===== src/design/i2crm_pkg.sv =====
// shared types and constants for the i2c register master
// no dependencies; the top, front end and sequencer refer to it by scoped names
package i2crm_pkg;

  localparam logic [1:0] FUNC_WRITE = 2'd1;
  localparam logic [1:0] FUNC_READ  = 2'd2;

  localparam int unsigned CFG_IDX_W  = 1;
  localparam int unsigned CFG_DATA_W = 16;
  localparam logic [CFG_IDX_W-1:0] CFG_DELAY_TICKS    = 1'd0;
  localparam logic [CFG_IDX_W-1:0] CFG_ACK_WAIT_LIMIT = 1'd1;

  localparam logic [15:0] DELAY_RESET    = 16'd350;
  localparam logic [7:0]  ACK_WAIT_RESET = 8'd50;

  typedef enum logic [1:0] {
    CMD_NONE  = 2'd0,
    CMD_WRITE = 2'd1,
    CMD_READ  = 2'd2
  } cmd_t;

  typedef struct packed {
    cmd_t       cmd;
    logic [7:0] dev_addr;
    logic [7:0] reg_addr;
    logic [7:0] length;
    logic [7:0] write_data;
    logic       write_valid;
    logic       sda_in;
  } item_t;

  typedef struct packed {
    logic       scl_out;
    logic       sda_low;
    logic       data_request;
    logic       read_valid;
    logic [7:0] read_data;
    logic       busy_res;
    logic       done_res;
    logic       status;
  } res_t;

  typedef struct packed {
    logic [15:0] delay_ticks;
    logic [7:0]  ack_wait_limit;
  } cfg_t;

  // queue to sequencer handshake
  typedef struct packed {
    logic  valid;
    item_t item;
  } q_head_t;

  typedef enum logic [17:0] {
    PH_IDLE        = 18'h00001,
    PH_START_HIGH  = 18'h00002,
    PH_START_FALL  = 18'h00004,
    PH_RESTART_LOW = 18'h00008,
    PH_TX_LOW      = 18'h00010,
    PH_TX_HIGH     = 18'h00020,
    PH_ACK_LOW     = 18'h00040,
    PH_ACK_HIGH    = 18'h00080,
    PH_WAIT_DATA   = 18'h00100,
    PH_RX_LOW      = 18'h00200,
    PH_RX_HIGH     = 18'h00400,
    PH_MACK_LOW    = 18'h00800,
    PH_MACK_HIGH   = 18'h01000,
    PH_NACK_LOW    = 18'h02000,
    PH_NACK_HIGH   = 18'h04000,
    PH_STOP_LOW    = 18'h08000,
    PH_STOP_HIGH   = 18'h10000,
    PH_STOP_END    = 18'h20000
  } phase_t;

  typedef enum logic [3:0] {
    ST_ADDR  = 4'b0001,
    ST_REG   = 4'b0010,
    ST_RADDR = 4'b0100,
    ST_DATA  = 4'b1000
  } stage_t;

endpackage


===== src/design/i2crm_in_if.sv =====
// request channel of the i2c register master: valid/ready plus one tick's fields
// no dependencies
interface i2crm_in_if;
  logic       valid;
  logic       ready;
  logic [1:0] func;
  logic [7:0] dev_addr;
  logic [7:0] reg_addr;
  logic [7:0] length;
  logic [7:0] write_data;
  logic       write_valid;
  logic       sda_in;

  modport source (output valid, func, dev_addr, reg_addr, length, write_data,
                  write_valid, sda_in, input ready);
  modport sink (input valid, func, dev_addr, reg_addr, length, write_data,
                write_valid, sda_in, output ready);
endinterface


===== src/design/i2crm_out_if.sv =====
// result channel of the i2c register master: valid/ready plus pin and status fields
// no dependencies
interface i2crm_out_if;
  logic       valid;
  logic       ready;
  logic       scl_out;
  logic       sda_low;
  logic       data_request;
  logic       read_valid;
  logic [7:0] read_data;
  logic       busy_res;
  logic       done_res;
  logic       status;

  modport source (output valid, scl_out, sda_low, data_request, read_valid, read_data,
                  busy_res, done_res, status, input ready);
  modport sink (input valid, scl_out, sda_low, data_request, read_valid, read_data,
                busy_res, done_res, status, output ready);
endinterface


===== src/design/i2c_register_master.sv =====
// i2c register master: one request per system tick, one result per request
// an accepted request is written into the queue, then its result into the output register
// throughput: one request per cycle while out_if.ready does not stall the result register
// reset: sequencer idle, queue and output register empty, delay 350, ack wait 50
// depends on i2crm_pkg, i2crm_in_if, i2crm_out_if, i2crm_front and i2crm_seq
module i2c_register_master (
  input  logic                                 clk,
  input  logic                                 rst_n,
  i2crm_in_if.sink                             in_if,
  i2crm_out_if.source                          out_if,
  input  logic                                 cfg_we,
  input  logic [i2crm_pkg::CFG_IDX_W-1:0]      cfg_index,
  input  logic [i2crm_pkg::CFG_DATA_W-1:0]     cfg_data
);

  i2crm_pkg::cfg_t    cfg_r, cfg_nxt;
  i2crm_pkg::q_head_t head;
  logic               pop;

  always_comb begin
    cfg_nxt = cfg_r;
    if (cfg_we) begin
      unique case (cfg_index)
        i2crm_pkg::CFG_DELAY_TICKS:    cfg_nxt.delay_ticks    = cfg_data;
        i2crm_pkg::CFG_ACK_WAIT_LIMIT: cfg_nxt.ack_wait_limit = cfg_data[7:0];
        default: cfg_nxt = cfg_r;
      endcase
    end
  end

  always_ff @(posedge clk) begin
    if (!rst_n) begin
      cfg_r.delay_ticks    <= i2crm_pkg::DELAY_RESET;
      cfg_r.ack_wait_limit <= i2crm_pkg::ACK_WAIT_RESET;
    end else begin
      cfg_r <= cfg_nxt;
    end
  end

  i2crm_front u_front (
    .clk   (clk),
    .rst_n (rst_n),
    .in_if (in_if),
    .pop   (pop),
    .head  (head)
  );

  i2crm_seq u_seq (
    .clk    (clk),
    .rst_n  (rst_n),
    .cfg    (cfg_r),
    .head   (head),
    .pop    (pop),
    .out_if (out_if)
  );

endmodule


===== src/design/i2crm_front.sv =====
// front end: accepts requests, decodes the command and holds them in a two-entry queue
// depends on i2crm_pkg and i2crm_in_if
module i2crm_front (
  input  logic               clk,
  input  logic               rst_n,
  i2crm_in_if.sink           in_if,
  input  logic               pop,
  output i2crm_pkg::q_head_t head
);

  i2crm_pkg::item_t q_r [2];
  logic             wr_ptr_r, wr_ptr_nxt;
  logic             rd_ptr_r, rd_ptr_nxt;
  logic [1:0]       cnt_r, cnt_nxt;
  logic             push;
  i2crm_pkg::cmd_t  cmd;
  i2crm_pkg::item_t item;

  assign in_if.ready = (cnt_r != 2'd2);
  assign push        = in_if.valid && in_if.ready;

  // command decode; the unused codes behave like no command
  always_comb begin
    unique case (in_if.func)
      i2crm_pkg::FUNC_WRITE: cmd = i2crm_pkg::CMD_WRITE;
      i2crm_pkg::FUNC_READ:  cmd = i2crm_pkg::CMD_READ;
      default:               cmd = i2crm_pkg::CMD_NONE;
    endcase
  end

  always_comb begin
    item.cmd         = cmd;
    item.dev_addr    = in_if.dev_addr;
    item.reg_addr    = in_if.reg_addr;
    item.length      = in_if.length;
    item.write_data  = in_if.write_data;
    item.write_valid = in_if.write_valid;
    item.sda_in      = in_if.sda_in;
  end

  always_comb begin
    wr_ptr_nxt = push ? ~wr_ptr_r : wr_ptr_r;
    rd_ptr_nxt = pop ? ~rd_ptr_r : rd_ptr_r;
    cnt_nxt    = cnt_r + {1'b0, push} - {1'b0, pop};
  end

  always_ff @(posedge clk) begin
    if (!rst_n) begin
      wr_ptr_r <= 1'b0;
      rd_ptr_r <= 1'b0;
      cnt_r    <= 2'd0;
    end else begin
      wr_ptr_r <= wr_ptr_nxt;
      rd_ptr_r <= rd_ptr_nxt;
      cnt_r    <= cnt_nxt;
    end
  end

  always_ff @(posedge clk) begin
    if (push) begin
      q_r[wr_ptr_r] <= item;
    end
  end

  assign head.valid = (cnt_r != 2'd0);
  assign head.item  = q_r[rd_ptr_r];

endmodule


===== src/design/i2crm_seq.sv =====
// back end: pin phase sequencer, one queued tick per cycle unless the result is stalled, with registered result
// depends on i2crm_pkg and i2crm_out_if
module i2crm_seq (
  input  logic               clk,
  input  logic               rst_n,
  input  i2crm_pkg::cfg_t    cfg,
  input  i2crm_pkg::q_head_t head,
  output logic               pop,
  i2crm_out_if.source        out_if
);

  i2crm_pkg::phase_t state_r, state_nxt;
  i2crm_pkg::stage_t stage_r, stage_nxt;
  logic [15:0] tick_r, tick_nxt;
  logic [2:0]  bit_r, bit_nxt;
  logic [7:0]  shift_r, shift_nxt;
  logic [7:0]  left_r, left_nxt;
  logic [7:0]  ackw_r, ackw_nxt;
  logic [7:0]  dev_r, dev_nxt;
  logic [7:0]  reg_r, reg_nxt;
  logic        rd_r, rd_nxt;
  logic        err_r, err_nxt;

  logic            out_valid_r, out_valid_nxt;
  i2crm_pkg::res_t res_r, res_nxt;

  logic        rx_pulse;
  logic [7:0]  rx_byte;
  logic        done;
  logic [15:0] tick_inc;
  logic [15:0] lim;
  logic [7:0]  rx_shift;
  logic [7:0]  left_dec;
  logic        scl;
  logic        pull;
  i2crm_pkg::item_t it;

  assign it  = head.item;
  assign pop = head.valid && (!out_valid_r || out_if.ready);

  always_comb begin
    state_nxt = state_r;
    stage_nxt = stage_r;
    tick_nxt  = tick_r;
    bit_nxt   = bit_r;
    shift_nxt = shift_r;
    left_nxt  = left_r;
    ackw_nxt  = ackw_r;
    dev_nxt   = dev_r;
    reg_nxt   = reg_r;
    rd_nxt    = rd_r;
    err_nxt   = err_r;
    rx_pulse  = 1'b0;
    rx_byte   = 8'd0;
    done      = 1'b0;
    tick_inc  = tick_r + 16'd1;
    lim       = (cfg.delay_ticks == 16'd0) ? 16'd1 : cfg.delay_ticks;
    rx_shift  = {shift_r[6:0], it.sda_in};
    left_dec  = left_r - 8'd1;

    if (state_r == i2crm_pkg::PH_IDLE) begin
      tick_nxt = 16'd0;
      if (it.cmd != i2crm_pkg::CMD_NONE) begin
        dev_nxt   = it.dev_addr;
        reg_nxt   = it.reg_addr;
        left_nxt  = it.length;
        rd_nxt    = (it.cmd == i2crm_pkg::CMD_READ);
        stage_nxt = i2crm_pkg::ST_ADDR;
        err_nxt   = 1'b0;
        bit_nxt   = 3'd0;
        shift_nxt = 8'd0;
        ackw_nxt  = 8'd0;
        state_nxt = i2crm_pkg::PH_START_HIGH;
      end
    end else if (state_r == i2crm_pkg::PH_WAIT_DATA) begin
      tick_nxt = 16'd0;
      if (it.write_valid) begin
        shift_nxt = it.write_data;
        bit_nxt   = 3'd0;
        state_nxt = i2crm_pkg::PH_TX_LOW;
      end
    end else begin
      tick_nxt = tick_inc;
      if (tick_inc >= lim) begin
        tick_nxt = 16'd0;
        // end of a timed phase
        unique case (state_r)
          i2crm_pkg::PH_START_HIGH:  state_nxt = i2crm_pkg::PH_START_FALL;
          i2crm_pkg::PH_RESTART_LOW: state_nxt = i2crm_pkg::PH_START_HIGH;
          i2crm_pkg::PH_START_FALL: begin
            shift_nxt = (stage_r == i2crm_pkg::ST_RADDR) ? (dev_r | 8'h01) : dev_r;
            bit_nxt   = 3'd0;
            state_nxt = i2crm_pkg::PH_TX_LOW;
          end
          i2crm_pkg::PH_TX_LOW: state_nxt = i2crm_pkg::PH_TX_HIGH;
          i2crm_pkg::PH_TX_HIGH: begin
            shift_nxt = {shift_r[6:0], 1'b0};
            if (bit_r == 3'd7) begin
              bit_nxt   = 3'd0;
              ackw_nxt  = 8'd0;
              state_nxt = i2crm_pkg::PH_ACK_LOW;
            end else begin
              bit_nxt   = bit_r + 3'd1;
              state_nxt = i2crm_pkg::PH_TX_LOW;
            end
          end
          i2crm_pkg::PH_ACK_LOW: begin
            if (!it.sda_in) begin
              state_nxt = i2crm_pkg::PH_ACK_HIGH;
            end else if (ackw_r < cfg.ack_wait_limit) begin
              ackw_nxt = ackw_r + 8'd1;
            end else begin
              // slave never acked: abort with stop
              err_nxt   = 1'b1;
              state_nxt = i2crm_pkg::PH_STOP_LOW;
            end
          end
          i2crm_pkg::PH_ACK_HIGH: begin
            unique case (stage_r)
              i2crm_pkg::ST_ADDR: begin
                stage_nxt = i2crm_pkg::ST_REG;
                shift_nxt = reg_r;
                bit_nxt   = 3'd0;
                state_nxt = i2crm_pkg::PH_TX_LOW;
              end
              i2crm_pkg::ST_REG: begin
                if (rd_r) begin
                  stage_nxt = i2crm_pkg::ST_RADDR;
                  state_nxt = i2crm_pkg::PH_RESTART_LOW;
                end else if (left_r != 8'd0) begin
                  stage_nxt = i2crm_pkg::ST_DATA;
                  state_nxt = i2crm_pkg::PH_WAIT_DATA;
                end else begin
                  state_nxt = i2crm_pkg::PH_STOP_LOW;
                end
              end
              i2crm_pkg::ST_RADDR: begin
                if (left_r != 8'd0) begin
                  shift_nxt = 8'd0;
                  bit_nxt   = 3'd0;
                  state_nxt = i2crm_pkg::PH_RX_LOW;
                end else begin
                  state_nxt = i2crm_pkg::PH_STOP_LOW;
                end
              end
              default: begin
                left_nxt  = left_dec;
                state_nxt = (left_dec != 8'd0) ? i2crm_pkg::PH_WAIT_DATA
                                               : i2crm_pkg::PH_STOP_LOW;
              end
            endcase
          end
          i2crm_pkg::PH_RX_LOW: state_nxt = i2crm_pkg::PH_RX_HIGH;
          i2crm_pkg::PH_RX_HIGH: begin
            shift_nxt = rx_shift;
            if (bit_r == 3'd7) begin
              bit_nxt   = 3'd0;
              rx_pulse  = 1'b1;
              rx_byte   = rx_shift;
              left_nxt  = left_dec;
              state_nxt = (left_dec != 8'd0) ? i2crm_pkg::PH_MACK_LOW
                                             : i2crm_pkg::PH_NACK_LOW;
            end else begin
              bit_nxt   = bit_r + 3'd1;
              state_nxt = i2crm_pkg::PH_RX_LOW;
            end
          end
          i2crm_pkg::PH_MACK_LOW: state_nxt = i2crm_pkg::PH_MACK_HIGH;
          i2crm_pkg::PH_MACK_HIGH: begin
            shift_nxt = 8'd0;
            state_nxt = i2crm_pkg::PH_RX_LOW;
          end
          i2crm_pkg::PH_NACK_LOW:  state_nxt = i2crm_pkg::PH_NACK_HIGH;
          i2crm_pkg::PH_NACK_HIGH: state_nxt = i2crm_pkg::PH_STOP_LOW;
          i2crm_pkg::PH_STOP_LOW:  state_nxt = i2crm_pkg::PH_STOP_HIGH;
          i2crm_pkg::PH_STOP_HIGH: state_nxt = i2crm_pkg::PH_STOP_END;
          default: begin
            state_nxt = i2crm_pkg::PH_IDLE;
            done      = 1'b1;
          end
        endcase
      end
    end
  end

  // pin levels follow the phase after this tick
  always_comb begin
    unique case (state_nxt)
      i2crm_pkg::PH_IDLE, i2crm_pkg::PH_START_HIGH, i2crm_pkg::PH_RX_HIGH,
      i2crm_pkg::PH_NACK_HIGH, i2crm_pkg::PH_STOP_END, i2crm_pkg::PH_ACK_HIGH: begin
        scl  = 1'b1;
        pull = 1'b0;
      end
      i2crm_pkg::PH_START_FALL, i2crm_pkg::PH_MACK_HIGH, i2crm_pkg::PH_STOP_HIGH: begin
        scl  = 1'b1;
        pull = 1'b1;
      end
      i2crm_pkg::PH_TX_LOW: begin
        scl  = 1'b0;
        pull = ~shift_nxt[7];
      end
      i2crm_pkg::PH_TX_HIGH: begin
        scl  = 1'b1;
        pull = ~shift_nxt[7];
      end
      i2crm_pkg::PH_MACK_LOW, i2crm_pkg::PH_STOP_LOW: begin
        scl  = 1'b0;
        pull = 1'b1;
      end
      default: begin
        scl  = 1'b0;
        pull = 1'b0;
      end
    endcase
  end

  always_comb begin
    res_nxt.scl_out      = scl;
    res_nxt.sda_low      = pull;
    res_nxt.data_request = (state_nxt == i2crm_pkg::PH_WAIT_DATA);
    res_nxt.read_valid   = rx_pulse;
    res_nxt.read_data    = rx_byte;
    res_nxt.busy_res     = (state_nxt != i2crm_pkg::PH_IDLE);
    res_nxt.done_res     = done;
    res_nxt.status       = done && err_nxt;
    out_valid_nxt        = pop || (out_valid_r && !out_if.ready);
  end

  always_ff @(posedge clk) begin
    if (!rst_n) begin
      state_r     <= i2crm_pkg::PH_IDLE;
      stage_r     <= i2crm_pkg::ST_ADDR;
      tick_r      <= 16'd0;
      bit_r       <= 3'd0;
      shift_r     <= 8'd0;
      left_r      <= 8'd0;
      ackw_r      <= 8'd0;
      dev_r       <= 8'd0;
      reg_r       <= 8'd0;
      rd_r        <= 1'b0;
      err_r       <= 1'b0;
      out_valid_r <= 1'b0;
    end else begin
      out_valid_r <= out_valid_nxt;
      if (pop) begin
        state_r <= state_nxt;
        stage_r <= stage_nxt;
        tick_r  <= tick_nxt;
        bit_r   <= bit_nxt;
        shift_r <= shift_nxt;
        left_r  <= left_nxt;
        ackw_r  <= ackw_nxt;
        dev_r   <= dev_nxt;
        reg_r   <= reg_nxt;
        rd_r    <= rd_nxt;
        err_r   <= err_nxt;
      end
    end
  end

  always_ff @(posedge clk) begin
    if (pop) begin
      res_r <= res_nxt;
    end
  end

  assign out_if.valid        = out_valid_r;
  assign out_if.scl_out      = res_r.scl_out;
  assign out_if.sda_low      = res_r.sda_low;
  assign out_if.data_request = res_r.data_request;
  assign out_if.read_valid   = res_r.read_valid;
  assign out_if.read_data    = res_r.read_data;
  assign out_if.busy_res     = res_r.busy_res;
  assign out_if.done_res     = res_r.done_res;
  assign out_if.status       = res_r.status;

endmodule

===== src/flat_wrapper.sv =====
// flat-port wrapper written by rule: the top's interface ports become plain ports
module i2c_register_master_flat 
  (clk, rst_n, cfg_we, cfg_index, cfg_data, in_if_valid, in_if_func, in_if_dev_addr, in_if_reg_addr, in_if_length, in_if_write_data, in_if_write_valid, in_if_sda_in, in_if_ready, out_if_valid, out_if_scl_out, out_if_sda_low, out_if_data_request, out_if_read_valid, out_if_read_data, out_if_busy_res, out_if_done_res, out_if_status, out_if_ready);
  i2crm_in_if in_if_i ();
  i2crm_out_if out_if_i ();
  input  logic clk;
  input  logic rst_n;
  input  logic cfg_we;
  input  logic [i2crm_pkg::CFG_IDX_W-1:0] cfg_index;
  input  logic [i2crm_pkg::CFG_DATA_W-1:0] cfg_data;
  input wire logic [$bits(in_if_i.valid)-1:0] in_if_valid;
  input wire logic [$bits(in_if_i.func)-1:0] in_if_func;
  input wire logic [$bits(in_if_i.dev_addr)-1:0] in_if_dev_addr;
  input wire logic [$bits(in_if_i.reg_addr)-1:0] in_if_reg_addr;
  input wire logic [$bits(in_if_i.length)-1:0] in_if_length;
  input wire logic [$bits(in_if_i.write_data)-1:0] in_if_write_data;
  input wire logic [$bits(in_if_i.write_valid)-1:0] in_if_write_valid;
  input wire logic [$bits(in_if_i.sda_in)-1:0] in_if_sda_in;
  output wire logic [$bits(in_if_i.ready)-1:0] in_if_ready;
  output wire logic [$bits(out_if_i.valid)-1:0] out_if_valid;
  output wire logic [$bits(out_if_i.scl_out)-1:0] out_if_scl_out;
  output wire logic [$bits(out_if_i.sda_low)-1:0] out_if_sda_low;
  output wire logic [$bits(out_if_i.data_request)-1:0] out_if_data_request;
  output wire logic [$bits(out_if_i.read_valid)-1:0] out_if_read_valid;
  output wire logic [$bits(out_if_i.read_data)-1:0] out_if_read_data;
  output wire logic [$bits(out_if_i.busy_res)-1:0] out_if_busy_res;
  output wire logic [$bits(out_if_i.done_res)-1:0] out_if_done_res;
  output wire logic [$bits(out_if_i.status)-1:0] out_if_status;
  input wire logic [$bits(out_if_i.ready)-1:0] out_if_ready;
  assign in_if_i.valid = in_if_valid;
  assign in_if_i.func = in_if_func;
  assign in_if_i.dev_addr = in_if_dev_addr;
  assign in_if_i.reg_addr = in_if_reg_addr;
  assign in_if_i.length = in_if_length;
  assign in_if_i.write_data = in_if_write_data;
  assign in_if_i.write_valid = in_if_write_valid;
  assign in_if_i.sda_in = in_if_sda_in;
  assign in_if_ready = in_if_i.ready;
  assign out_if_valid = out_if_i.valid;
  assign out_if_scl_out = out_if_i.scl_out;
  assign out_if_sda_low = out_if_i.sda_low;
  assign out_if_data_request = out_if_i.data_request;
  assign out_if_read_valid = out_if_i.read_valid;
  assign out_if_read_data = out_if_i.read_data;
  assign out_if_busy_res = out_if_i.busy_res;
  assign out_if_done_res = out_if_i.done_res;
  assign out_if_status = out_if_i.status;
  assign out_if_i.ready = out_if_ready;
  i2c_register_master u_core (.clk(clk), .rst_n(rst_n), .in_if(in_if_i), .out_if(out_if_i), .cfg_we(cfg_we), .cfg_index(cfg_index), .cfg_data(cfg_data));
endmodule

===== config.mk =====
export PLATFORM = sky130hd
export DESIGN_NAME = i2c_register_master_flat
export DESIGN_NICKNAME = d
export VERILOG_FILES = /design/src/design/i2crm_pkg.sv /design/src/design/i2crm_in_if.sv /design/src/design/i2crm_out_if.sv /design/src/design/i2c_register_master.sv /design/src/design/i2crm_front.sv /design/src/design/i2crm_seq.sv /design/src/flat_wrapper.sv
export SDC_FILE = /design/constraint.sdc
export NUM_CORES = 1
export LEC_CHECK = 0
export BUFFER_PORTS_ARGS = -buffer_cell sky130_fd_sc_hd__buf_2
export CORE_MARGIN = 2
export CORE_UTILIZATION = 29
export DETAILED_ROUTE_END_ITERATION = 16
export PLACE_DENSITY = 0.52
export SYNTH_ARGS = -nofsm -noshare
export SYNTH_HDL_FRONTEND = slang
export SYNTH_SLANG_ARGS = --single-unit

===== constraint.sdc =====
create_clock -name clk -period 6.03 [get_ports clk]
set_input_delay 1.206 -clock clk [delete_from_list [all_inputs] [get_ports clk]]
set_output_delay 1.206 -clock clk [all_outputs]
set_load 0.05 [all_outputs]

==> out/metrics.cfg, run 1 <==
[synth]
ys.flop_type = dfxtp_1
yosys.area_share.simple_pct = 22.9
synth_fa_ha_area_share_pct = 3.88
post_synth.cell_area_avg_um2 = 9.61
synth_area_leaders = edfxtp_1, dfxtp_1, nand2_1, ha_1, mux2i_1
largest_family_of_logic_cells_by_synthesized_area = simple AND/OR/NAND/NOR gates
synth.yosys.seq_area_share_pct = 47.3
synth_edf_count = 87
synth-compound-area-share_pct = 15.7
yosys.cell_types.count = 78
synth-xor-area-share_pct = 2.46
netlist.area_leader.share_pct = 25.3
synth.mux.area_fraction_pct = 4.11
synthesis.area_um2 = 10300
mappedNetlistNets = 1163
asyncSetResetFlopFracSynth_pct = 0
synth_largest_area_cell = edfxtp_1
ys.warnings.count = 0
synthCells = 1073
yosys_register_bits = 200

[sta]
fmax_mhz = 196
grt_setup_unrepaired = false
clock-skew-final_ps = 15.3
period_minus_slack_ps = 5100
timing.setup.tns_ps = 0
worst_max_slew_pin_slew_ps = 1100
slew_violations = 0
min_period_over_period_pct = 84.6
report.final.setup_viol = 0
slew-limit-headroom_pct = 26.5
final_hold_viol_count = 0

[floorplan]
die_h_um = 193
die_area_um2 = 37100
floorplan.io_pins = 75
floorplan.core_area_um2 = 35300
floorplan.rows = 69
chipWidth_um = 193
initial_core_util_pct = 29.2

[finish]
diodes = 0
final.fill_count = 3626
final_core_util_pct = 33.1
nNetsFinal = 1208
post_route_cells_drive_above_1_share_pct = 12.5
area.growth.synth_to_final_pct = 13.2
finish.instance_area_um2 = 11700

[global_routing]
global_route.usage.total_pct = 14.5
grt_overflow = 0
grt_antenna_before_repair = 0
grt_pass1_vias = 7512
grt_pass1_wl_um = 41400
grt_max_degree = 60

[critical_path]
timing.critical_path.fanout_max = 6
critPathArrivalTime_ps = 5430
endpoint_of_the_worst_register_to_register_path = u_core.u_seq.out_if.scl_out
timing.setup.critical_path_class = reg -> reg
worst_ep_required_time_ps = 6360
ff2ff_path_depth = 15
regToRegStartpoint = u_core.u_seq.tick_r[0]
startpoint_type = register
worst_setup_path_end_kind = register
critPathLaunch = u_core.u_seq.tick_r[0]
regToRegSetupSlack_ps = 930

[power]
power.static_leakage_uw = 0.00431
vdd_ir_drop_max_mv = 0.238
p_per_area_nw_per_um2 = 385
post_layout_total_power_uw = 4500

[hold_path]
hold_end = u_core.cfg_r[6]
worst_hold_path_type = reg -> reg
min_path_cells = 2
hold_start = u_core.cfg_r[6]

[clock_network]
cts_hold_repair.buffers = 0
clockBufferDepth = 2
cts_repair_resize_count = 0
worst_skew_pair.late_latency_ps = 460
clock_net_sink_count = 200
cts.clk_slew.worst_paths_ps = 80
cts_inserted_buffers = 17
clock_tree.htree_level_count = 4
clk_root_buffer_cell = clkbuf_16
post_cts.repair.setup_buffers = 0
cts_tree = done

[placement]
dp.final_hpwl_um = 18500
detailed_place.area_um2 = 11100
port_buffer_count = 74
gpl.final_weighted_congestion = 0.882

[status]
outcome = finished, final reports clean

[routing]
detail_route.drc_violations = 0
vias_per_cell = 4.99
dr_total_vias = 7945
drt_first_pass_iters = 5
drt_wl_total_um = 26100
detail_route.iter0.violations = 572
antenna_left = 0
average_detailed_routed_wire_length_per_instance_um = 16.4

[job]
max_cap_violations = 0

[critical path, cell delays in order, from the launching register on]
cell	delay (ps)
dfxtp_1	430
and3_1	180
nand3_1	140
nor4_1	580
and3_1	330
nand3_1	120
xnor2_1	160
ha_1	320
nand4_1	100
a211oi_1	550
o21bai_1	260
a221o_1	390
or4b_4	520
or3b_4	430
or3b_1	360
nand4b_1	100
[metrics by stage]
stage / cells / setup slack (ps) / hold WS, ps
3_3_place_gp: 1560 / 1120 / 453
4_1_cts: 1592 / 924 / 471
2_1_floorplan: 1073 / 1580 / 439
5_1_grt: 1592 / 515 / 496
3_5_place_dp: 1560 / 958 / 460
6_report: 1592 / 927 / 467
[registers in the layout, indices dropped and copies added (netlist names), 2 cells and up, named ones only]
signal / cells
u_core.u_seq.shift_r: 8
u_core.cfg_r: 24
u_core.u_seq.ackw_r: 8
u_core.u_seq.tick_r: 16
u_core.u_seq.bit_r: 3
u_core.u_seq.left_r: 8
u_core.u_seq.dev_r: 8
u_core.u_front.q_r: 72
u_core.u_seq.reg_r: 8
u_core.u_seq.state_r: 18
u_core.u_seq.out_if.read_data: 8
u_core.u_front.cnt_r: 2
u_core.u_seq.stage_r: 4
[cells by family after synthesis]
kind of cell / after synthesis
simple gates: 438
compound gates: 237
mux: 42
buf+inv: 95
fa+ha+maj: 32
flops: 200
xor+xnor: 29
[how the worst max path moves through the flow]
| stage | endpoint | slack, ps |
|---|---|---|
| after global placement | u_core.u_seq.out_if.scl_out | 1120 |
| after global routing | u_core.u_seq.shift_r[1] | 510 |
| after CTS | u_core.u_seq.out_if.scl_out | 920 |
| after floorplan | u_core.u_seq.out_if.scl_out | 1580 |
| final | u_core.u_seq.out_if.scl_out | 930 |
| after detailed placement | u_core.u_seq.out_if.scl_out | 960 |
[Yosys cell counts, types with 5 or more instances]
master and instances:
mux2i_1 39, nor3_1 29, o21ai_0 57, a211oi_1 8, nor3b_1 7, a21oi_1 40, nor4_1 19, o211a_1 11
xnor2_1 18, clkbuf_1 47, inv_1 38, nand2_1 138, a22o_1 5, a41oi_1 5, o211ai_1 12, nand3b_1 6
dfxtp_1 113, a22oi_1 9, nand2b_1 12, edfxtp_1 87, nor2_1 64, nor2b_1 29, and2_1 37, ha_1 32
and3_1 12, xor2_1 11, o21a_1 8, nand3_1 28, or3_1 5, nand4_1 17, a21boi_0 37
[layer usage]
| layer | up-vias | GRT usage [%] | part of all wire (%) |
|---|---|---|---|
| li1 | 3994 | - | - |
| met1 | 3748 | 20.2 | 50 |
| met2 | 176 | 22.3 | 44 |
| met3 | 27 | 3.18 | 4.5 |
| met4 | 0 | 4.55 | 1.7 |
| met5 | - | 0 | 0 |
[area by class of cell]
class                   instances  area (um^2)  share of cell area, %
clock buffers                  17          425                   3.64
clock inverters                15          144                   1.23
inverters                      38          143                   1.22
multi-input cells             778         5070                   43.4
flip-flops and latches        200         4880                   41.8
well taps                     461          577                   4.94
repair buffers                 83          438                   3.75
[power breakdown]
part,internal (uW),switching (uW)
Combinational,529,1030
Clock,578,547
Sequential,1630,182
[cell usage in the layout, fill, tap and decap left out, types with 17 or more instances in the layout]
cell and count:
a21oi_1 40, nand2_1 138, buf_2 74, inv_1 38
nand4_1 17, and2_1 37, mux2i_1 39, clkbuf_16 17
nand3_1 28, nor4_1 19, ha_1 32, nor3_1 29
edfxtp_1 87, nor2b_1 29, a21boi_0 37, xnor2_1 18
nor2_1 63, o21ai_0 57, dfxtp_1 112
No activity file was read; power rests on OpenSTA's default activity.
==> run 2, diff against run 1 <==
--- a/config.mk
+++ b/config.mk
@@ -9,7 +9,7 @@
 export CORE_MARGIN = 2
 export CORE_UTILIZATION = 29
 export DETAILED_ROUTE_END_ITERATION = 16
-export PLACE_DENSITY = 0.52
+export PLACE_DENSITY = 0.54
 export SYNTH_ARGS = -nofsm -noshare
 export SYNTH_HDL_FRONTEND = slang
 export SYNTH_SLANG_ARGS = --single-unit
==> constraint.sdc (replaced) <==
create_clock -name clk -period 4.4 [get_ports clk]
set_input_delay 0.88 -clock clk [delete_from_list [all_inputs] [get_ports clk]]
set_output_delay 0.88 -clock clk [all_outputs]
set_load 0.05 [all_outputs]
==> run 2 against run 1 <==
Critical path depth grew 1; register-to-register slack lost 800 ps; global-route usage is essentially flat; flip-flop and latch count is the same; largest power group unchanged; routed wire length grew 1.2%; worst setup slack lost 800 ps.
==> out/metrics.cfg, run 2 (synthesized netlist as in run 1, its figures left out) <==
[sta]
report.final.setup_viol = 0  ; unchanged
slew_violations = 0  ; unchanged
slew-limit-headroom_pct = 35.9  ; +9.4 points
period_minus_slack_ps = 4270  ; -833 ps
worst_max_slew_pin_slew_ps = 961  ; -139 ps
fmax_mhz = 234  ; +20%
min_period_over_period_pct = 97.0  ; +12 points
final_hold_viol_count = 0  ; unchanged
timing.setup.tns_ps = 0  ; unchanged
clock-skew-final_ps = 17.1  ; +1.75 ps

[power]
vdd_ir_drop_max_mv = 0.399  ; +67%
power.sequential.fraction_pct = 38.6  ; -1.6 points
netSwitchingFraction_pct = 38.4  ; -0.82 points
power.static_leakage_uw = 0.00458  ; +6.2%
p_per_area_nw_per_um2 = 526  ; +37%
internal_power_uw = 3940  ; +44%
pwr-share-clk_pct = 25.3  ; +0.3 points
share_comb_of_total_power_pct = 36.1  ; +1.3 points
power_switching_uw = 2460  ; +39%

[floorplan]
floorplan.io_pins = 75  ; unchanged
floorplan.core_area_um2 = 35300  ; unchanged
floorplan.rows = 69  ; unchanged
chipWidth_um = 193  ; unchanged
die_h_um = 193  ; unchanged
initial_core_util_pct = 29.2  ; unchanged
die_area_um2 = 37100  ; unchanged

[finish]
area.sequential_um2 = 4890  ; +0.23%
final.fill_count = 3588  ; -1.0%
largest-register = u_core.u_front.q_r
finish.instance_area_um2 = 12200  ; +4.2%
diodes = 0  ; unchanged
nNetsFinal = 1246  ; +3.1%
post_route_cells_drive_above_1_share_pct = 17.5  ; +5.1 points
area.growth.synth_to_final_pct = 18.0
layout_common_cells = nand2_1, dfxtp_1, edfxtp_1, buf_2, nor2_1
multi_input_area_um2 = 5210  ; +2.8%
layout.cells.most_common = nand2_1
flip_flop_count_of_the_largest_register_after_layout = 72  ; unchanged
biggestRegsByFlops = u_core.u_front.q_r: 72 flops, u_core.cfg_r: 24 flops, u_core.u_seq.state_r: 18 flops

[routing]
vias_per_cell = 5.04  ; +0.91%
met3_length_um = 1250  ; +6.3%
antenna_left = 0  ; unchanged
drt_first_pass_iters = 5  ; unchanged
dr.max_layer_used = met4
detail_route.iter0.violations = 555  ; -3.0%
drt_wl_total_um = 26400  ; +1.2%
detail_route.drc_violations = 0  ; unchanged
met2RoutedLength_um = 12100  ; +5.3%
average_detailed_routed_wire_length_per_instance_um = 16.2  ; -1.1%
dr_total_vias = 8209  ; +3.3%
wirelength_met1_um = 12600  ; -3.3%

[clock_network]
cts_inserted_buffers = 17  ; unchanged
worst_skew_pair.late_latency_ps = 450  ; about the same
clk_root_buffer_cell = clkbuf_16
clockBufferDepth = 2  ; unchanged
cts.clk_slew.worst_paths_ps = 70  ; about the same
clock_net_sink_count = 200  ; unchanged
cts_tree = done
clock_tree.htree_level_count = 4  ; unchanged
cts_hold_repair.buffers = 0  ; unchanged

[global_routing]
global_route.usage.total_pct = 14.5  ; +0.031 points
grt_pass1_vias = 7667  ; +2.1%
grt_pass1_wl_um = 41500  ; +0.35%
grt_overflow = 0  ; unchanged
grt_max_degree = 61  ; +1.7%
grt_antenna_before_repair = 0  ; unchanged

[placement]
dp.final_hpwl_um = 18700  ; +0.68%
port_buffer_count = 74  ; unchanged
gpl.final_weighted_congestion = 0.897  ; +1.7%
detailed_place.area_um2 = 11400  ; +2.3%

[critical_path]
timing.setup.critical_path_class = reg -> reg
worst_ep_required_time_ps = 4710  ; -1650 ps
worst_setup_path_end_kind = register
critPathArrivalTime_ps = 4580  ; -850 ps
critPathLaunch = u_core.u_seq.tick_r[1]
startpoint_type = register
regToRegStartpoint = u_core.u_seq.tick_r[1]
timing.critical_path.fanout_max = 4  ; -2

[hold_path]
hold_start = u_core.cfg_r[3]
worst_hold_path_type = reg -> reg

[job]
max_cap_violations = 0  ; unchanged

[status]
outcome = finished, final reports clean

==> run 2: changes by cell type in the layout (fill, tap and decap cells not counted), sizes merged <==
cell	delta
clkbuf	+3
inv	+1
buf	+38
clkinv	+1
clkinvlp	-5
==> run 2: layout make-up <==
type | instances | share of cell area (%)
repair buffers | 121 | 6.05
flip-flops and latches | 200 | 40.2
multi-input cells | 778 | 42.8
clock inverters | 12 | 1.07
well taps | 461 | 4.74
inverters | 38 | 1.17
clock buffers | 20 | 3.93
==> run 2: worst paths after layout <==
check,endpoint,slack [ps],cells after the start
worst max-delay path,u_core.u_seq.out_if.scl_out,130,16
worst min-delay path,u_core.cfg_r[3],480,2
worst max register to register,u_core.u_seq.out_if.scl_out,130,16
worst min register to register,u_core.cfg_r[3],480,2
==> run 2: metrics by stage <==
step,worst slack (ps),power (uW),utilization [%],instances,hold slack [ps]
6_report,130,6400,34.4,1630,476
5_1_grt,-57.7,6770,34.4,1630,485
3_5_place_dp,-73.9,4780,32.2,1591,465
2_1_floorplan,9.01,4070,-,1073,439
4_1_cts,18.8,6410,34.0,1623,476
3_3_place_gp,42.5,4760,32.2,1591,457
==> run 2: repair_timing <==
| action | in CTS | in global routing |
|---|---|---|
| gates resized for setup | 6 | 26 |
| setup buffers | 0 | 7 |
| pin swaps | 2 | 13 |
| endpoints found under the setup margin | 1 | 13 |
==> run 2: power by group through the flow <==
stage               registers, uW  clock network (uW)  logic, uW
floorplan                    2570                   0       1500
detailed placement           2510                   0       2270
global placement             2510                   0       2260
finish                       2470                1620       2310
CTS                          2470                1670       2280
global route                 2510                1740       2530
==> run 2: metal layers <==
metal | up-vias | GRT usage [%]
met1 | 3896 | 19.7
met2 | 194 | 23.0
met3 | 43 | 2.95
li1 | 4076 | -
met5 | - | 0
met4 | 0 | 4.90
==> run 2: critical path, cell delays in order, from the launching register on <==
cell,delay (ps)
dfxtp_2,360
and3_4,200
nand3_4,120
nor2_4,110
nand4_1,130
xnor2_2,220
ha_1,290
a41oi_2,200
o21ai_1,120
a211oi_2,250
a211oi_4,130
nand2b_4,170
a221o_1,380
or4b_4,570
or3b_4,420
or3b_1,350
nand4b_1,110
==> run 3, diff against run 2 <==
--- a/config.mk
+++ b/config.mk
@@ -5,11 +5,10 @@
 export SDC_FILE = /design/constraint.sdc
 export NUM_CORES = 1
 export LEC_CHECK = 0
-export BUFFER_PORTS_ARGS = -buffer_cell sky130_fd_sc_hd__buf_2
-export CORE_MARGIN = 2
 export CORE_UTILIZATION = 29
 export DETAILED_ROUTE_END_ITERATION = 16
-export PLACE_DENSITY = 0.54
+export DONT_BUFFER_PORTS = 1
+export PLACE_DENSITY = 0.52
 export SYNTH_ARGS = -nofsm -noshare
 export SYNTH_HDL_FRONTEND = slang
 export SYNTH_SLANG_ARGS = --single-unit
==> run 3 against run 2 <==
Count of clock-buffer cells in the layout down 3; final cell count down 5.4%; clock power up 3%; via count down 4.9%; total power down 1.8%; clock skew about the same; maximum frequency up 0.85%; core utilization down 1.0 points; first-iteration DRC count down 4.3%; critical path type unchanged; critical endpoint unchanged.
==> out/metrics.cfg, run 3 (synthesized netlist as in run 1, its figures left out) <==
[critical_path]
startpoint_type = register
timing.setup.critical_path_class = reg -> reg
crit_slowest_cell = or4b_4
worst-path-buf-inv = 0  ; unchanged
worst_path_most_repeated_cell = a211oi_2
critical_path.cell_chain = nand4_1 > nor4_4 > xor2_1 > ha_1 > a41oi_1 > o21ai_1 > a211oi_2 > a211oi_2 > nand2b_1 > a221o_1 > or4b_4 > or3b_4 > or3b_1 > nand4b_1
timing.critical_path.fanout_max = 4  ; unchanged
crit_family = simple AND/OR/NAND/NOR gates
timing.critical_path.slowest_cell_delay_ps = 520  ; -50 ps
worst_ep_required_time_ps = 4710  ; about the same
critPathArrivalTime_ps = 4540  ; -40 ps
worst_setup_path_end_kind = register

[finish]
layout.cells.most_common = nand2_1
finish.instance_area_um2 = 11600  ; -4.4%
area.growth.synth_to_final_pct = 12.8
biggestRegsByFlops = u_core.u_front.q_r: 72 flops, u_core.cfg_r: 24 flops, u_core.u_seq.state_r: 18 flops
post_route_cells_drive_above_1_share_pct = 9.94  ; -7.6 points
nNetsFinal = 1164  ; -6.6%
flip_flop_count_of_the_largest_register_after_layout = 72  ; unchanged
final_core_util_pct = 33.4  ; -1.0 points
final.fill_count = 3535  ; -1.5%
layout_common_cells = nand2_1, dfxtp_1, edfxtp_1, nor2_1, o21ai_0
diodes = 0  ; unchanged
largest-register = u_core.u_front.q_r

[sta]
final_hold_viol_count = 0  ; unchanged
worst_max_slew_pin_slew_ps = 954  ; -6.35 ps
min_period_over_period_pct = 96.2  ; -0.82 points
period_minus_slack_ps = 4230  ; -36.1 ps
timing.setup.tns_ps = 0  ; unchanged
slew_violations = 0  ; unchanged
grt_setup_unrepaired = false
fmax_mhz = 236  ; +0.85%
report.final.setup_viol = 0  ; unchanged
slew-limit-headroom_pct = 36.4  ; +0.42 points
clock-skew-final_ps = 17.0  ; -0.0287 ps

[routing]
average_detailed_routed_wire_length_per_instance_um = 17.2  ; +6.3%
detail_route.drc_violations = 0  ; unchanged
antenna_left = 0  ; unchanged
detail_route.iter0.violations = 531  ; -4.3%
vias_per_cell = 5.06  ; +0.54%
dr_total_vias = 7808  ; -4.9%
drt_first_pass_iters = 7  ; +2
drt_wl_total_um = 26600  ; +0.59%

[global_routing]
grt_overflow = 0  ; unchanged
grt_pass1_wl_um = 42100  ; +1.4%
grt_max_degree = 107  ; +75%
grt_antenna_before_repair = 0  ; unchanged
grt_pass1_vias = 7585  ; -1.1%
global_route.usage.total_pct = 14.9  ; +0.44 points

[floorplan]
die_h_um = 191  ; -1.0%
floorplan.core_area_um2 = 34800  ; -1.4%
chipWidth_um = 191  ; -1.0%
floorplan.io_pins = 75  ; unchanged
floorplan.rows = 68  ; -1.4%
die_area_um2 = 36300  ; -2.1%
initial_core_util_pct = 29.6  ; +0.43 points

[placement]
dp.final_hpwl_um = 18800  ; +0.54%
gpl.final_weighted_congestion = 0.866  ; -3.5%
detailed_place.area_um2 = 11000  ; -3.6%
port_buffer_count = 0  ; -100%

[clock_network]
cts.clk_slew.worst_paths_ps = 80  ; about the same
clockBufferDepth = 2  ; unchanged
clock_net_sink_count = 200  ; unchanged
clk_root_buffer_cell = clkbuf_16
cts_hold_repair.buffers = 0  ; unchanged
cts_inserted_buffers = 17  ; unchanged
worst_skew_pair.late_latency_ps = 450  ; about the same
clock_tree.htree_level_count = 4  ; unchanged
cts_tree = done

[power]
power_switching_uw = 2450  ; -0.52%
pwr-share-clk_pct = 26.6  ; +1.3 points
internal_power_uw = 3840  ; -2.7%
netSwitchingFraction_pct = 38.9  ; +0.52 points
p_per_area_nw_per_um2 = 540  ; +2.6%
vdd_ir_drop_max_mv = 0.369  ; -7.4%
power.static_leakage_uw = 0.00423  ; -7.8%
power.sequential.fraction_pct = 42.3  ; +3.7 points
share_comb_of_total_power_pct = 31.1  ; -5.0 points

[hold_path]
worst_hold_path_type = reg -> reg

[job]
max_cap_violations = 0  ; unchanged

[status]
outcome = finished, final reports clean

## run 3: layer usage
metal	global-route usage [%]	wire length, um	up-vias
met4	4.95	493	0
li1	-	-	3917
met2	23.8	12100	186
met5	0	0	-
met1	19.8	12500	3671
met3	3.50	1450	34
## run 3: repair_timing
| item | CTS | global route |
|---|---|---|
| pin swaps | 0 | 2 |
| endpoints found under the setup margin | 1 | 21 |
| buffers inserted | 0 | 1 |
| cloned | 0 | 0 |
| hold endpoints to repair | 0 | 0 |
| resized for setup | 1 | 11 |
## run 3: cell type report
cell class | instances | area [um^2] | share of cell area (%)
repair buffers | 39 | 293 | 2.52
clock inverters | 15 | 203 | 1.74
multi-input cells | 778 | 5120 | 44.0
clock buffers | 17 | 425 | 3.66
inverters | 38 | 143 | 1.23
flip-flops and latches | 200 | 4880 | 41.9
well taps | 455 | 569 | 4.90
## run 3: final timing paths
check                               from                          end  slack [ps]  cells past startpoint
setup / recovery  u_core.u_seq.tick_r[8]  u_core.u_seq.out_if.scl_out         170                     14
setup reg to reg  u_core.u_seq.tick_r[8]  u_core.u_seq.out_if.scl_out         170                     14
hold reg to reg          u_core.cfg_r[6]              u_core.cfg_r[6]         470                      2
hold / removal           u_core.cfg_r[6]              u_core.cfg_r[6]         470                      2
## run 3: tightest hold or removal path, delay by kind of cell, from the launching register on
family,cells,cell delay (ps)
flip-flops,1,310
AND/OR/NAND/NOR,1,50
AO/OA/AOI/OAI,1,70
## run 3: power by group through the flow
| stage | registers (uW) | logic (uW) | clock network (uW) |
|---|---|---|---|
| final | 2660 | 1950 | 1670 |
| after global routing | 2700 | 2160 | 1770 |
| after CTS | 2660 | 1950 | 1710 |
| after detailed placement | 2700 | 1940 | 0 |
| after global placement | 2700 | 1950 | 0 |
| after floorplan | 2570 | 1500 | 0 |
## run 3: per-stage QoR
step / hold slack (ps) / power, uW / std cells / setup WS (ps)
after global routing: 497 / 6630 / 1542 / 23.8
final: 470 / 6280 / 1542 / 166
after detailed placement: 461 / 4640 / 1509 / 5.18
after floorplan: 439 / 4070 / 1073 / 9.01
after global placement: 456 / 4650 / 1509 / 105
after CTS: 472 / 6320 / 1541 / 15.1
